$ cat src/design/sfwp_pkg.sv
`default_nettype none
package sfwp_pkg;

   localparam int FLASH_ADDR_BITS_DEFAULT = 23;
   localparam int MAX_CHUNK_BYTES_DEFAULT = 128;

   localparam int BYTE_W  = 8;
   localparam int WORD_W  = 32;
   localparam int MODE_W  = 2;
   localparam int LANE_W  = 2;

   // reply codes
   localparam logic [BYTE_W-1:0] ACK_CODE = 8'h06;
   localparam logic [BYTE_W-1:0] NAK_CODE = 8'h15;

   // command codes
   localparam logic [BYTE_W-1:0] CMD_ARM    = 8'h80;
   localparam logic [BYTE_W-1:0] CMD_DISARM = 8'h90;
   localparam logic [BYTE_W-1:0] CMD_WRITE  = 8'hA0;

   // link modes
   localparam logic [MODE_W-1:0] MODE_IDLE   = 2'd0;
   localparam logic [MODE_W-1:0] MODE_ARMED  = 2'd1;
   localparam logic [MODE_W-1:0] MODE_LENGTH = 2'd2;
   localparam logic [MODE_W-1:0] MODE_DATA   = 2'd3;

   // result kinds
   localparam logic KIND_REPLY = 1'b0;
   localparam logic KIND_WRITE = 1'b1;

   localparam logic [LANE_W-1:0] LANE_LAST = 2'd3;

endpackage
`default_nettype wire

$ cat src/design/sfwp_parser.sv
`default_nettype none
module sfwp_parser #(
   parameter int FLASH_ADDR_BITS = sfwp_pkg::FLASH_ADDR_BITS_DEFAULT,
   parameter int MAX_CHUNK_BYTES = sfwp_pkg::MAX_CHUNK_BYTES_DEFAULT,
   parameter int RES_W           = 1 + 8 + FLASH_ADDR_BITS + 32 + 1
) (
   input  wire logic                         clock,
   input  wire logic                         reset,
   input  wire logic                         fire,
   input  wire logic [sfwp_pkg::BYTE_W-1:0]  rx_byte,
   output logic      [RES_W-1:0]             res0,
   output logic      [RES_W-1:0]             res1,
   output logic      [1:0]                   res_count
);
   import sfwp_pkg::*;

   localparam int LEFT_W = $clog2(MAX_CHUNK_BYTES + 1);
   localparam logic [BYTE_W:0] LEN_MAX = (BYTE_W + 1)'(MAX_CHUNK_BYTES - 1);

   logic [MODE_W-1:0]          mode_ff, mode_in;
   logic [LEFT_W-1:0]          left_ff, left_in, left_dec;
   logic [LANE_W-1:0]          lane_ff, lane_in;
   logic [23:0]                asm_ff, asm_in;
   logic [FLASH_ADDR_BITS-1:0] addr_ff, addr_in;
   logic [WORD_W-1:0]          word;
   logic                       done;

   localparam logic [FLASH_ADDR_BITS-1:0] ZERO_ADDR = '0;

   function automatic logic [RES_W-1:0] pack_reply(input logic [BYTE_W-1:0] code);
      pack_reply = {KIND_REPLY, code, ZERO_ADDR, {WORD_W{1'b0}}, 1'b1};
   endfunction

   always_comb begin
      case (lane_ff)
         2'd0:    word = {24'b0, rx_byte};
         2'd1:    word = {16'b0, rx_byte, asm_ff[7:0]};
         2'd2:    word = {8'b0, rx_byte, asm_ff[15:0]};
         default: word = {rx_byte, asm_ff};
      endcase
   end

   assign left_dec = (left_ff != '0) ? LEFT_W'(left_ff - LEFT_W'(1)) : '0;
   assign done     = (left_dec == '0);

   always_comb begin
      mode_in   = mode_ff;
      left_in   = left_ff;
      lane_in   = lane_ff;
      asm_in    = asm_ff;
      addr_in   = addr_ff;
      res0      = pack_reply(ACK_CODE);
      res1      = pack_reply(ACK_CODE);
      res_count = 2'd0;
      case (mode_ff)
         MODE_LENGTH: begin
            res_count = 2'd1;
            if ({1'b0, rx_byte} > LEN_MAX) begin
               mode_in = MODE_IDLE;
               res0    = pack_reply(NAK_CODE);
            end else begin
               left_in = LEFT_W'(LEFT_W'(rx_byte) + LEFT_W'(1));
               lane_in = '0;
               asm_in  = '0;
               mode_in = MODE_DATA;
            end
         end
         MODE_DATA: begin
            left_in = left_dec;
            if (lane_ff == LANE_LAST || done) begin
               res_count = 2'd1;
               res0      = {KIND_WRITE, {BYTE_W{1'b0}}, addr_ff, word, !done};
               addr_in   = addr_ff + FLASH_ADDR_BITS'(4);
               lane_in   = '0;
               asm_in    = '0;
            end else begin
               asm_in  = word[23:0];
               lane_in = lane_ff + LANE_W'(1);
            end
            if (done) begin
               // padded word goes first, then the closing ACK
               mode_in   = MODE_ARMED;
               res_count = 2'd2;
            end
         end
         default: begin
            if (rx_byte == CMD_ARM) begin
               mode_in   = MODE_ARMED;
               res_count = 2'd1;
            end else if (rx_byte == CMD_DISARM) begin
               mode_in   = MODE_IDLE;
               res_count = 2'd1;
            end else if (rx_byte == CMD_WRITE && mode_ff == MODE_ARMED) begin
               mode_in   = MODE_LENGTH;
               res_count = 2'd1;
            end
         end
      endcase
   end

   always_ff @(posedge clock) begin
      if (reset) begin
         mode_ff <= MODE_IDLE;
         left_ff <= '0;
         lane_ff <= '0;
         asm_ff  <= '0;
         addr_ff <= '0;
      end else if (fire) begin
         mode_ff <= mode_in;
         left_ff <= left_in;
         lane_ff <= lane_in;
         asm_ff  <= asm_in;
         addr_ff <= addr_in;
      end
   end

   a_data_has_bytes: assert property (@(posedge clock) disable iff (reset)
      mode_ff == MODE_DATA |-> left_ff != '0)
      else $error("data mode with no bytes left");

   a_lane_only_in_data: assert property (@(posedge clock) disable iff (reset)
      lane_ff != '0 |-> mode_ff == MODE_DATA)
      else $error("partial word outside data mode");

   a_lane_advance: assert property (@(posedge clock) disable iff (reset)
      fire && mode_ff == MODE_DATA && lane_ff != LANE_LAST && left_ff > LEFT_W'(1)
      |=> lane_ff == $past(lane_ff) + LANE_W'(1))
      else $error("byte lane did not advance");

endmodule
`default_nettype wire

$ cat src/design/serial_flash_write_protocol.sv
// Serial flash write protocol parser. Each received byte (req_ channel) is
// decoded and yields zero, one or two results (rsp_ channel):
// ACK/NAK reply bytes and 32-bit flash word writes. A byte is held in an
// input register and is processed once the four-entry result queue has room
// for two results, so with the result side free one byte is taken every
// cycle; a byte that completes a transfer yields a word write and an ACK and
// thus takes two places in the result stream. The result stream is the
// only limit on rate; rsp_last marks the final result of each byte. The
// write address advances by four per word and wraps at 2^FLASH_ADDR_BITS.
`default_nettype none
module serial_flash_write_protocol #(
   parameter int FLASH_ADDR_BITS = sfwp_pkg::FLASH_ADDR_BITS_DEFAULT,
   parameter int MAX_CHUNK_BYTES = sfwp_pkg::MAX_CHUNK_BYTES_DEFAULT
) (
   input  wire logic                          clock,
   input  wire logic                          reset,
   input  wire logic                          req_valid,
   output logic                               req_stall,
   input  wire logic [sfwp_pkg::BYTE_W-1:0]   req_rx_byte,
   output logic                               rsp_valid,
   input  wire logic                          rsp_stall,
   output logic                               rsp_kind,
   output logic      [sfwp_pkg::BYTE_W-1:0]   rsp_reply_byte,
   output logic      [FLASH_ADDR_BITS-1:0]    rsp_flash_address,
   output logic      [sfwp_pkg::WORD_W-1:0]   rsp_flash_word,
   output logic                               rsp_last
);
   import sfwp_pkg::*;

   localparam int RES_W  = 1 + BYTE_W + FLASH_ADDR_BITS + WORD_W + 1;
   localparam int QDEPTH = 4;
   localparam int PTR_W  = $clog2(QDEPTH);
   localparam int CNT_W  = $clog2(QDEPTH + 1);

   logic              in_valid_ff, in_valid_in;
   logic [BYTE_W-1:0] in_byte_ff;
   logic              fire, pop;
   logic [RES_W-1:0]  res0, res1, head;
   logic [1:0]        res_count;

   logic [RES_W-1:0]  queue_ff [QDEPTH];
   logic [PTR_W-1:0]  wr_ptr_ff, wr_ptr_in, rd_ptr_ff, rd_ptr_in;
   logic [CNT_W-1:0]  count_ff, count_in;

   // process the held byte only when two result slots are free
   assign fire      = in_valid_ff && (count_ff <= CNT_W'(QDEPTH - 2));
   assign req_stall = in_valid_ff && !fire;
   assign pop       = rsp_valid && !rsp_stall;

   assign in_valid_in = (req_valid && !req_stall) ? 1'b1 : (fire ? 1'b0 : in_valid_ff);

   always_ff @(posedge clock) begin
      if (reset) begin
         in_valid_ff <= 1'b0;
      end else begin
         in_valid_ff <= in_valid_in;
      end
   end

   always_ff @(posedge clock) begin
      if (req_valid && !req_stall) begin
         in_byte_ff <= req_rx_byte;
      end
   end

   sfwp_parser #(
      .FLASH_ADDR_BITS (FLASH_ADDR_BITS),
      .MAX_CHUNK_BYTES (MAX_CHUNK_BYTES),
      .RES_W           (RES_W)
   ) u_parser (
      .clock     (clock),
      .reset     (reset),
      .fire      (fire),
      .rx_byte   (in_byte_ff),
      .res0      (res0),
      .res1      (res1),
      .res_count (res_count)
   );

   always_comb begin
      wr_ptr_in = wr_ptr_ff;
      rd_ptr_in = rd_ptr_ff;
      if (fire) begin
         wr_ptr_in = wr_ptr_ff + PTR_W'(res_count);
      end
      if (pop) begin
         rd_ptr_in = rd_ptr_ff + PTR_W'(1);
      end
      count_in = CNT_W'(count_ff + (fire ? CNT_W'(res_count) : CNT_W'(0))
                 - (pop ? CNT_W'(1) : CNT_W'(0)));
   end

   always_ff @(posedge clock) begin
      if (reset) begin
         wr_ptr_ff <= '0;
         rd_ptr_ff <= '0;
         count_ff  <= '0;
      end else begin
         wr_ptr_ff <= wr_ptr_in;
         rd_ptr_ff <= rd_ptr_in;
         count_ff  <= count_in;
      end
   end

   always_ff @(posedge clock) begin
      if (fire && res_count != 2'd0) begin
         queue_ff[wr_ptr_ff] <= res0;
      end
      if (fire && res_count == 2'd2) begin
         queue_ff[PTR_W'(wr_ptr_ff + PTR_W'(1))] <= res1;
      end
   end

   assign head      = queue_ff[rd_ptr_ff];
   assign rsp_valid = (count_ff != '0);

   assign {rsp_kind, rsp_reply_byte, rsp_flash_address, rsp_flash_word, rsp_last} = head;

   a_queue_bound: assert property (@(posedge clock) disable iff (reset)
      count_ff <= CNT_W'(QDEPTH))
      else $error("result queue overflow");

   a_stall_only_when_held: assert property (@(posedge clock) disable iff (reset)
      req_stall |-> count_ff > CNT_W'(QDEPTH - 2))
      else $error("input stalled with room in result queue");

   a_fire_consumes: assert property (@(posedge clock) disable iff (reset)
      fire && !(req_valid && !req_stall) |=> !in_valid_ff)
      else $error("processed byte still held");

endmodule
`default_nettype wire

$ cat config.mk
export PLATFORM = sky130hd
export DESIGN_NAME = serial_flash_write_protocol
export DESIGN_NICKNAME = d
export VERILOG_FILES = /design/src/design/sfwp_pkg.sv /design/src/design/sfwp_parser.sv /design/src/design/serial_flash_write_protocol.sv
export SDC_FILE = /design/constraint.sdc
export NUM_CORES = 1
export LEC_CHECK = 0
export ABC_AREA = 1
export BUFFER_PORTS_ARGS = -buffer_cell sky130_fd_sc_hd__buf_2
export CAP_MARGIN = 20
export CORE_MARGIN = 2
export CORE_UTILIZATION = 41
export DETAILED_ROUTE_END_ITERATION = 6
export MAX_ROUTING_LAYER = met4
export SYNTH_ARGS = -nofsm -noshare
export SYNTH_HDL_FRONTEND = slang
export SYNTH_SLANG_ARGS = --single-unit
$ cat constraint.sdc
create_clock -name clock -period 3.6 [get_ports clock]
set_input_delay 0.36 -clock clock [delete_from_list [all_inputs] [get_ports clock]]
set_output_delay 0.36 -clock clock [all_outputs]
set_load 0.05 [all_outputs]
# Word level (Yosys, flattened, before mapping)
# Memory sizes are Yosys's and may differ from the RTL's. A register that Yosys moved wholly into a read port is not among the register bits.
# Cells that the tools add are included.
# Widths: inputs -> output; s select.
word_totals:
  elab_cells: 92
  mem_bits_rw: 260
  output_inout_bits: 67
  n_memories: 1
  inputBits: 12
  regBits: 75
classes:
  reduce_logical: 23
  muxes: 35
  order_cmp: 2
  addsub: 9
  n_eq_ne: 12
memory_table:
  columns: ["memory", "words", "width", "read_ports", "rd_ports_with_merged_regs", "wr", "line_no", "rtl"]
  rows:
  - ["queue_ff", 4, 65, 1, 1, 2, "serial_flash_write_protocol.sv:41", "logic [RES_W-1:0] queue_ff [QDEPTH];"]
op_table:
  columns: ["operator", "n"]
  rows:
  - ["$pmux 65 s2", 1]
  - ["$pmux 32 s3", 1]
  - ["$mux 65", 1]
  - ["$mux 61", 1]
  - ["$mux 24", 2]
  - ["$pmux 24 s2", 1]
  - ["$mux 2", 13]
  - ["$eq 8x8->1 const B", 3]
  - ["$add 23x3->23 const B", 1]
  - ["$mux 8", 2]
  - ["$pmux 8 s2", 1]
  - ["$pmux 2 s2", 3]
  - ["$eq 2x2->1 const B", 5]
  - ["$mux 1", 9]
  - ["$reduce_and 3->1", 3]
  - ["$add 8x1->8 const B", 1]
  - ["$gt 8x7->1 const B", 1]
  - ["$logic_not 8->1", 1]
  - ["$reduce_bool 8->1", 1]
  - ["$sub 8x1->8 const B", 1]
  - ["$logic_and 1x1->1", 7]
  - ["$add 2x1->2 const B", 3]
  - ["$reduce_bool 2->1", 3]
  - ["$reduce_bool 5->1", 1]
  - ["11 further kinds", 15]

# Longest topological paths before layout
# Gate-level depths: netlist of run 1.
depth:
  word_depth: 11
  ltp_mapped: 21
  mapped_depth_nobuf: 21

# By module
# From an unflattened synthesis of run 1, not the netlist that was laid out.
unflattened:
  cells_unflattened: 2293
  hier_area_um2: 18524.0
by_module_without_submodules:
  columns: ["mod", "cells_each", "area_each_um2", "instances"]
  rows:
  - ["serial_flash_write_protocol", 1594, 14162.3, 1]
  - ["sfwp_parser", 699, 4361.7, 1]

# Least setup slack after synthesis of run 1
# OpenSTA, ideal clock, no wires.
synth_timing:
  kind: "register to register"
  start: "register u_parser.left_ff[0]"
  end: "register count_ff[2]"
  required_time_ns: 3.472
  stages_incl_launch_ff: 22
  path_slack_ns: 0.720
  arrival_ns: 2.753
  setup_time_ns: 0.128
  path_cell_list: "dfxtp_1 -> inv_2 -> ha_1 -> nand2_1 -> nor2_4 -> nand2_4 -> inv_1 -> a21oi_1 -> nor2_2 -> nand3_4 -> inv_2 -> or2_2 -> inv_1 -> nand2_1 -> ha_1 -> inv_1 -> ha_1 -> inv_1 -> fa_1 -> xor2_1 -> inv_1 -> nor2_1"
synth_via:
  elab_chain_cells: 10
synth_lines:
  columns: ["element", "line_no", "rtl"]
  rows:
  - ["from (decl)", "sfwp_parser.sv:21", "logic [LEFT_W-1:0] left_ff, left_in, left_dec;"]
  - ["from (signal assigned)", "sfwp_parser.sv:110", "left_ff <= left_in;"]
  - ["$sub 8x1->8 / $reduce_bool 8->1 (equally long branches)", "sfwp_parser.sv:43", "assign left_dec = (left_ff != '0) ? LEFT_W'(left_ff - LEFT_W'(1)) : '0;"]
  - ["$mux 8 (*)", "sfwp_parser.sv:43", null]
  - ["$logic_not 8->1 (*)", "sfwp_parser.sv:44", "assign done = (left_dec == '0);"]
  - ["$logic_or 1x1->1", "sfwp_parser.sv:70", "if (lane_ff == LANE_LAST || done) begin"]
  - ["$mux 1", "sfwp_parser.sv:70", null]
  - ["$mux 2 (*)", "sfwp_parser.sv:80", "if (done) begin"]
  - ["$pmux 2 s2 (*)", "sfwp_parser.sv:55", "case (mode_ff)"]
  - ["$mux 2 (*)", "serial_flash_write_protocol.sv:89", "count_in = CNT_W'(count_ff + (fire ? CNT_W'(res_count) : CNT_W'(0))"]
  - ["$add 3x2->3 (*)", "serial_flash_write_protocol.sv:89", null]
  - ["$sub 3x1->3 (*)", "serial_flash_write_protocol.sv:90", "- (pop ? CNT_W'(1) : CNT_W'(0)));"]
  - ["to (signal assigned)", "serial_flash_write_protocol.sv:101", "count_ff <= count_in;"]
  - ["to (decl)", "serial_flash_write_protocol.sv:43", "logic [CNT_W-1:0] count_ff, count_in;"]
# Every way passes the cells marked *; elsewhere a longest branch is shown, timed or not.
# A chain may end at the register's enable or synchronous reset.

# Worst setup path in the final report of run 1
# Ends and elaborated chain as after synthesis.

==> results of run 1 <==
-- synth_stat cells, types with 2 or more instances --
master / count
a211oi_1: 2
a21oi_1: 226
a221oi_1: 3
a22oi_1: 2
a31oi_1: 2
buf_1: 3
buf_2: 40
buf_4: 18
buf_6: 11
clkbuf_1: 76
clkinv_1: 3
dfxtp_1: 299
edfxtp_1: 8
ha_1: 12
inv_1: 223
inv_2: 6
nand2_1: 603
nand2_2: 5
nand2_4: 2
nand3_1: 103
nand3b_1: 5
nand4_1: 12
nor2_1: 245
nor2_2: 15
nor2_4: 4
nor3_1: 11
nor3b_1: 2
o211ai_1: 5
o21a_1: 15
o21ai_0: 168
o22ai_1: 58
xnor2_1: 7
xor2_1: 16
-- critical path, delay by kind of cell, from the launching register on --
family	cells	cell delay, ns
and+or+nand+nor	8	0.87
DFF	1	0.34
AOI/OAI and AO/OA	1	0.15
adders and majority gates	4	1.01
xor gates and xnor gates	1	0.17
buffers and inverters	7	0.44
-- layer usage --
metal	vias up	GRT usage	routed length, um
met1	6643	0.340	21200
met3	64	0.0373	3340
met5	-	-	0
li1	7069	-	-
met4	0	0.0594	769
met2	487	0.384	20800
-- final cells by class --
| cell class | count | area share |
|---|---|---|
| clock inverters | 10 | 0.00397 |
| well taps | 461 | 0.0345 |
| inverters | 232 | 0.0522 |
| repair buffers | 106 | 0.0398 |
| multi-input cells | 1537 | 0.427 |
| flip-flops and latches | 307 | 0.373 |
| clock buffers | 56 | 0.0694 |
-- sequential cells by signal, indices dropped and copies added (netlist names), named ones only --
signal / cells
queue_ff: 232
u_parser.asm_ff: 24
u_parser.addr_ff: 21
in_byte_ff: 8
u_parser.left_ff: 8
count_ff: 3
rd_ptr_ff: 2
u_parser.lane_ff: 2
u_parser.mode_ff: 2
wr_ptr_ff: 2
in_valid_ff: 1
-- through the flow --
step                power, mW  setup WS [ns]
floorplan                6.48          0.720
global placement         7.32          0.541
detailed placement       7.33          0.524
CTS                      11.0          0.511
global route             11.5          0.276
finish                   11.0          0.518
-- cell usage in the layout, fill, tap and decap left out, drive strengths merged --
cell type / netlist / layout
xor2: 16 / 16
a211oi: 2 / 2
clkbuf: 76 / 56
nand3: 105 / 105
clkinv: 3 / 9
nor4: 1 / 1
a41oi: 1 / 1
clkinvlp: 0 / 2
o211ai: 5 / 5
a22oi: 2 / 2
dfxtp: 299 / 299
nand2: 610 / 610
or2: 1 / 1
fa: 1 / 1
conb: 1 / 6
nand4: 12 / 12
nor3: 11 / 11
inv: 229 / 231
edfxtp: 8 / 8
xnor2: 7 / 7
a21oi: 227 / 227
nor3b: 2 / 2
buf: 72 / 106
o21a: 15 / 15
o22ai: 58 / 58
a221oi: 3 / 3
nor2: 264 / 264
o21ai: 169 / 169
nand3b: 5 / 5
a31oi: 2 / 2
ha: 12 / 12
-- power breakdown --
| group | switching (mW) | internal, mW | leakage (nW) |
|---|---|---|---|
| Clock | 1.48 | 2.23 | 0.605 |
| Sequential | 0.126 | 3.64 | 2.50 |
| Combinational | 2.72 | 0.777 | 4.62 |
-- path summary, 6_finish.rpt --
kind | start | end
hold / removal | req_rx_byte[4] | in_byte_ff[4]
hold reg to reg | queue_ff[2][12] | queue_ff[2][12]
setup / recovery | u_parser.left_ff[0] | count_ff[2]
setup reg to reg | u_parser.left_ff[0] | count_ff[2]
-- kinds of logic (layout without fill, tap and decap cells) --
group | count (synthesis) | in the layout | synth area share
DFF | 307 | 307 | 0.417
buffers and inverters | 380 | 404 | 0.109
AOI/OAI and AO/OA | 484 | 484 | 0.173
adders and majority gates | 13 | 13 | 0.0114
xor gates and xnor gates | 23 | 23 | 0.0135
and+or+nand+nor | 1011 | 1011 | 0.276
other | 1 | 6 | 0.000251
==> impl_metrics.ini, run 1 <==
[final_layout]
multi_input_area_sq_um = 7150
diodes = 0
final_cell_count_no_fill = 2709
post-route-util = 0.468
nFillCells = 3696
seq_area_sq_um = 6230
synthToLayoutAreaGrowth_pct = 12.0
num-nets-final = 2246
drive_gt1_frac = 0.0952
design_area_sq_um = 16700

[global_routing]
grt_pass1_wl_mm = 73.5
grt_max_degree = 80
grt.overflow.total = 0
antenna_found_initial = 0
track_usage = 0.247
grt_pass1_vias = 13340

[logic_synthesis]
syn_area_sq_um = 14900
yosysWarnings = 0
synth_flop_cell = dfxtp_1
ys_seq_elements = 307
synth_seq_area_share = 0.417
ys_types = 42
yosys-top-cells-area = dfxtp_1 40%, nand2_1 15%, a21oi_1 7.6%
yosysTopAreaCellShare = 0.401
synthCells = 2219
syn_avg_cell_area_sq_um = 6.73
synth-edff-count = 8
synthArstFlopShare = 0
yosysTopAreaCell = dfxtp_1

[critical_path]
path_max_fanout = 9
slowest_delay_ns = 0.36
worst_path_max_delay_cell = fa_1
path_cells = inv_2 -> ha_1 -> nand2_1 -> nor2_4 -> nand2_4 -> inv_1 -> a21oi_1 -> nor2_2 -> nand3_4 -> inv_2 -> or2_2 -> inv_1 -> nand2_1 -> ha_1 -> inv_1 -> ha_1 -> inv_1 -> fa_1 -> xor2_1 -> inv_1 -> nor2_1
cpMostUsedCell = inv_1
setup.worst_path.class = reg -> reg
worstRegToRegCells = 21
cp-end-kind = flip-flop
cp.arrival_ns = 3.48
startpoint_type = flip-flop
cp.required_ns = 4.00
regToRegSetupSlack_ns = 0.52

[cts]
clk_pin_slew_ns = 0.06
cts_buffers = 37
clockBufferDepth = 3
ctsResizeCount = 0
postCtsSetupRepairBufs = 0
clock_latency_ns = 0.52
cts.sinks = 307
cts_hold_buf = 0
cts_tree = done
htreeDepth = 2
cts_root_buf = clkbuf_16

[placed_design]
placed_cell_area_sq_um = 15500
dp.cells = 2643
portBuffers = 72
gp_congestion = 0.903
hpwl_mm = 26.8

[drt]
first_pass_iters = 5
vias = 14263
drc = 0
drtAntennaViolNets = 0
routed_via_density = 5.27
routed_wl_mm = 46.2
post_drt_wl_per_cell_um = 17.1
drtIter0Drc = 1363

[timing]
hold_viol = 0
slew_violations = 0
slew_headroom = 0.313
period_share = 0.856
whs_ns = 0.0273
rsz0062_at_grt = no
max_freq_mhz = 324
fin_skew_ns = 0.0287
tns_ns = 0
final.min_clock_period_ns = 3.08
max_slew.worst_pin.slew_ns = 1.03
setup_viol_count_final = 0

[die]
rows = 69
core_area_sq_um = 35700
num_io_pins = 79
start_util = 0.418
fp.dieW_um = 195
fp.dieArea_sq_um = 38000
die_y_um = 195

[pwr]
peakVddDrop_uv = 381
powerDensity_nw_per_um2 = 657
p_leak_nw = 7.73

[flow_run]
max-cap-violations = 0

[min_path]
hold_depth = 1
hold_class = in -> reg

[outcome]
status = completed
(Power assumes the default switching activity.)
==> inputs of run 2 (changes only) <==
--- a/config.mk
+++ b/config.mk
@@ -12,6 +12,7 @@
 export CORE_UTILIZATION = 41
 export DETAILED_ROUTE_END_ITERATION = 6
 export MAX_ROUTING_LAYER = met4
+export RECOVER_POWER = 50
 export SYNTH_ARGS = -nofsm -noshare
 export SYNTH_HDL_FRONTEND = slang
 export SYNTH_SLANG_ARGS = --single-unit
==> run 2 against run 1 <==
Global-route usage unchanged. Total power decreased by 0.71%. Clock-buffer cell count unchanged. First-iteration DRC count decreased by 2.2%. Clock skew decreased by 0.0029 ns. Wire length increased by 0.15%. Non-clock buffer count unchanged. Sequential cell count unchanged. Combinational power decreased by 2%. Sequential power about the same. Design area decreased by 0.75%. Highest routed layer unchanged.
==> impl_metrics.ini, run 2 (synthesis gave the netlist of run 1 again) <==
[timing]
period_share = 0.935
slew_violations = 0
max_slew.worst_pin.slew_ns = 1.24
fin_skew_ns = 0.0258
slew_headroom = 0.177
layout_setup_ws_ns = 0.235
max_freq_mhz = 297
hold_viol = 0
setup_viol_count_final = 0
final.min_clock_period_ns = 3.37
tns_ns = 0
rsz0062_at_grt = no
whs_ns = 0.0247

[final_layout]
diodes = 0
design_area_sq_um = 16600
nFillCells = 3717
mostFrequentLayoutCells = 604 x nand2_1, 297 x dfxtp_1, 248 x nor2_1, 227 x a21oi_1, 225 x inv_1
top_register = queue_ff
largest_register_ffs = 232
final_cell_count_no_fill = 2709
num-nets-final = 2246
synthToLayoutAreaGrowth_pct = 11.2
top_regs = queue_ff x232, u_parser.asm_ff x24, u_parser.addr_ff x21
drive_gt1_frac = 0.0681
layout_commonest_cell = nand2_1
post-route-util = 0.464

[drt]
first_pass_iters = 5
drc = 0
vias = 14258
drtAntennaViolNets = 0
post_drt_wl_per_cell_um = 17.1
drtIter0Drc = 1333
routed_via_density = 5.26
routed_wl_mm = 46.3

[global_routing]
grt.overflow.total = 0
track_usage = 0.247
top_usage_layer = met2
met2_usage = 0.384
grt_use_met3 = 0.0373
grt_pass1_wl_mm = 73.5
use_met1 = 0.340
antenna_found_initial = 0
grt_max_degree = 80
grt_pass1_vias = 13340

[cts]
clock_latency_ns = 0.52
cts_tree = done
cts_buffers = 37
ctsResizeCount = 0
htreeDepth = 2
postCtsSetupRepairBufs = 0
clk_pin_slew_ns = 0.06
clockBufferDepth = 3
cts_root_buf = clkbuf_16
cts.sinks = 307
cts_hold_buf = 0

[critical_path]
cp-end-kind = primary output
regToRegSetupSlack_ns = 0.39
critPathTopFamily = buffers and inverters
r2r-start = u_parser.left_ff[0]
cp.arrival_ns = 3.01
path_max_fanout = 45
worstRegToRegCells = 14
worst_path_max_delay_cell = inv_2
setup.worst_path.class = reg -> out
regToRegEndpoint = queue_ff[3][21]
startpoint_type = flip-flop
cp.buffers_inverters = 3
slowest_delay_ns = 0.59
path_cells = inv_2 -> clkbuf_2 -> o21ai_0 -> o22ai_1 -> clkbuf_1
cp.depth = 5
cp.required_ns = 3.24
crit_end = rsp_flash_address[4]

[placed_design]
hpwl_mm = 26.8
dpl_worst_slack_ns = 0.524
dp.cells = 2643
gp_congestion = 0.903
portBuffers = 72
placed_cell_area_sq_um = 15500

[die]
start_util = 0.418
fp.dieW_um = 195
die_y_um = 195
core_area_sq_um = 35700
rows = 69
fp.dieArea_sq_um = 38000
num_io_pins = 79

[flow_run]
max-cap-violations = 0

[outcome]
status = completed

[min_path]
hold_class = in -> reg
hold_depth = 1

[pwr]
p_leak_nw = 7.60
powerDensity_nw_per_um2 = 657
power_mw = 10.9
peakVddDrop_uv = 377
-- run 2: cell types whose count changed in the layout (fill, tap and decap cells not counted), moves of 2 or more --
cell      delta
buf_4        -9
clkbuf_1    +48
nor2_1       +7
buf_2       -52
nor2_2       -7
inv_1        +2
nand2_1      +2
clkbuf_2    +12
-- run 2: worst min-delay path by stage --
stage	from	end	slack (ns)
global placement	queue_ff[0][58]	queue_ff[0][58]	0.44
finish	req_rx_byte[4]	in_byte_ff[4]	0.02
CTS	req_rx_byte[4]	in_byte_ff[4]	0.01
detailed placement	queue_ff[0][0]	queue_ff[0][0]	0.44
floorplan	queue_ff[0][0]	queue_ff[0][0]	0.43
global route	req_rx_byte[4]	in_byte_ff[4]	0.01
-- run 2: layout make-up --
| class | instances | area, sq um | area share |
|---|---|---|---|
| tap | 461 | 577 | 0.0348 |
| clock inverter | 10 | 66.3 | 0.00400 |
| sequential | 307 | 6230 | 0.375 |
| clock buffer | 56 | 1160 | 0.0700 |
| multi-input combinational | 1537 | 7100 | 0.428 |
| timing repair buffer | 106 | 586 | 0.0353 |
| inverter | 232 | 871 | 0.0525 |
-- run 2: report_power, final --
| group | internal, mW | switching [mW] |
|---|---|---|
| Combinational | 0.690 | 2.74 |
| Clock | 2.23 | 1.47 |
| Sequential | 3.64 | 0.125 |
-- run 2: metal layers --
layer  up-vias  wire length [um]
met3        64              3320
li1       7073                 -
met5         -                 0
met1      6632             21200
met2       489             20900
met4         0               837
==> inputs of run 3 (changes only) <==
--- a/config.mk
+++ b/config.mk
@@ -9,9 +9,11 @@
 export BUFFER_PORTS_ARGS = -buffer_cell sky130_fd_sc_hd__buf_2
 export CAP_MARGIN = 20
 export CORE_MARGIN = 2
-export CORE_UTILIZATION = 41
+export CORE_UTILIZATION = 45
 export DETAILED_ROUTE_END_ITERATION = 6
+export HOLD_SLACK_MARGIN = 0.03
 export MAX_ROUTING_LAYER = met4
+export PLACE_DENSITY = 0.69
 export RECOVER_POWER = 50
 export SYNTH_ARGS = -nofsm -noshare
 export SYNTH_HDL_FRONTEND = slang
==> run 3 against run 2 <==
The run now ends with max-capacitance violations, max-slew violations left. Global-route usage grew 1.4 points. Hold slack gained 0.052 ns. First-iteration DRC count shrank 1.8%. Design area shrank 0.27%. Clock power shrank 4%. Clock skew shrank 0.012 ns. Worst setup slack lost 0.0021 ns. Largest power group unchanged.
==> impl_metrics.ini, run 3 (synthesis gave the netlist of run 1 again) <==
[global_routing]
grt.overflow.total = 0
antenna_found_initial = 0
track_usage = 0.261
grt_max_degree = 117
grt_pass1_vias = 13240
grt_pass1_wl_mm = 69.7

[timing]
slew_violations = 33
max_slew.worst_pin.slew_ns = 1.58
layout_setup_ws_ns = 0.233
slew_headroom = -0.0511
max_freq_mhz = 297
fin_skew_ns = 0.0134
hold_viol = 0
tns_ns = 0
period_share = 0.935
rsz0062_at_grt = no
setup_viol_count_final = 0
final.min_clock_period_ns = 3.37

[min_path]
hold_depth = 1
hp-start = req_rx_byte[1]
holdPathEnd = in_byte_ff[1]
hold_class = in -> reg

[critical_path]
path_max_fanout = 116
r2r-start = u_parser.left_ff[0]
regToRegEndpoint = queue_ff[1][18]
slowest_delay_ns = 1.04
cp.buffers_inverters = 2
worst_path_max_delay_cell = clkbuf_4
critPathTopFamily = buffers and inverters
cp-end-kind = primary output
worstRegToRegCells = 14
startpoint_type = flip-flop
cp.arrival_ns = 3.01
cp.required_ns = 3.24
setup.worst_path.class = reg -> out
regToRegSetupSlack_ns = 0.33
path_cells = clkbuf_4 -> o21ai_0 -> o22ai_1 -> clkbuf_1

[final_layout]
top_regs = queue_ff x232, u_parser.asm_ff x24, u_parser.addr_ff x21
synthToLayoutAreaGrowth_pct = 10.9
top_register = queue_ff
layout_commonest_cell = nand2_1
drive_gt1_frac = 0.0594
num-nets-final = 2244
largest_register_ffs = 232
diodes = 0
mostFrequentLayoutCells = 604 x nand2_1, 297 x dfxtp_1, 243 x nor2_1, 226 x a21oi_1, 224 x inv_1

[outcome]
violations = max-capacitance violations, max-slew violations
status = finished with violations

[die]
start_util = 0.458
core_area_sq_um = 32600
fp.dieW_um = 186
rows = 66
fp.dieArea_sq_um = 34700
die_y_um = 186
num_io_pins = 79

[pwr]
p_int_mw = 6.47
clockPowerShare = 0.333
swShare = 0.396
powerDensity_nw_per_um2 = 647
power_frac_seq = 0.353
p_switching_mw = 4.24
p_comb_frac = 0.314
peakVddDrop_uv = 410
p_leak_nw = 7.54

[drt]
drc = 0
wl_met2_mm = 20.0
drtAntennaViolNets = 0
post_drt_wl_per_cell_um = 16.5
highest_layer = met4
met1_length_mm = 19.7
wl_met3_mm = 3.34
routed_via_density = 5.35
first_pass_iters = 6
drtIter0Drc = 1309
vias = 14340
routed_wl_mm = 44.2

[flow_run]
max-cap-violations = 1

[cts]
cts_root_buf = clkbuf_16
cts_hold_buf = 2
cts_buffers = 35
clk_pin_slew_ns = 0.06
clockBufferDepth = 3
cts.sinks = 307
htreeDepth = 2
postCtsSetupRepairBufs = 0
ctsResizeCount = 0
cts_tree = done
clock_latency_ns = 0.51

[placed_design]
hpwl_mm = 26.1
portBuffers = 72
dpl_worst_slack_ns = 0.435
gp_congestion = 0.938
[run 3: changes by cell type in the layout (fill, tap and decap cells not counted), moves of 5 or more]
cell	before	now
nor2_2	7	14
buf_12	4	9
clkbuf_8	10	2
clkbuf_1	54	69
clkbuf_2	12	6
nor2_1	248	243
buf_2	20	6
[run 3: layout make-up]
| cell class | instances | area [sq um] |
|---|---|---|
| inverters | 232 | 871 |
| multi-input cells | 1537 | 7120 |
| well taps | 442 | 553 |
| repair buffers | 106 | 647 |
| flip-flops and latches | 307 | 6230 |
| fillers | 3256 | 16100 |
| clock buffers | 46 | 1000 |
| clock inverters | 10 | 125 |
[run 3: power by group through the flow]
stage / Clock, mW / Sequential, mW / Combinational [mW]
floorplan: 0 / 3.80 / 2.68
global placement: 0 / 3.84 / 3.43
detailed placement: 0 / 3.85 / 3.46
CTS: 3.60 / 3.78 / 3.47
global route: 3.73 / 3.80 / 3.59
finish: 3.56 / 3.78 / 3.37
[run 3: per-layer routing]
layer  up-vias  global-route usage
li1       7061                   -
met3        88              0.0360
met2       548               0.415
met4         0              0.0838
met5         -                   -
met1      6643               0.346
[run 3: metrics by stage]
stage	utilization	cell area, sq um	cells	hold WS [ns]	power (mW)
global placement	0.476	15500	2622	0.444	7.28
CTS	0.511	16700	2680	0.0352	10.8
global route	0.507	16600	2680	0.0814	11.1
finish	0.507	16600	2680	0.0768	10.7
floorplan	-	14900	2224	0.430	6.48
detailed placement	0.476	15500	2622	0.452	7.31
[run 3: how the worst max path moves through the flow]
| stage | startpoint | to | slack [ns] | cells past startpoint |
|---|---|---|---|---|
| after detailed placement | u_parser.left_ff[0] | count_ff[2] | 0.44 | 21 |
| after global placement | u_parser.left_ff[0] | count_ff[2] | 0.51 | 21 |
| final | flip-flop | rsp_flash_word[25] | 0.23 | 4 |
| after global routing | u_parser.left_ff[0] | count_ff[2] | 0.08 | 20 |
| after CTS | u_parser.left_ff[0] | count_ff[2] | 0.43 | 21 |
| after floorplan | u_parser.left_ff[0] | count_ff[2] | 0.72 | 21 |
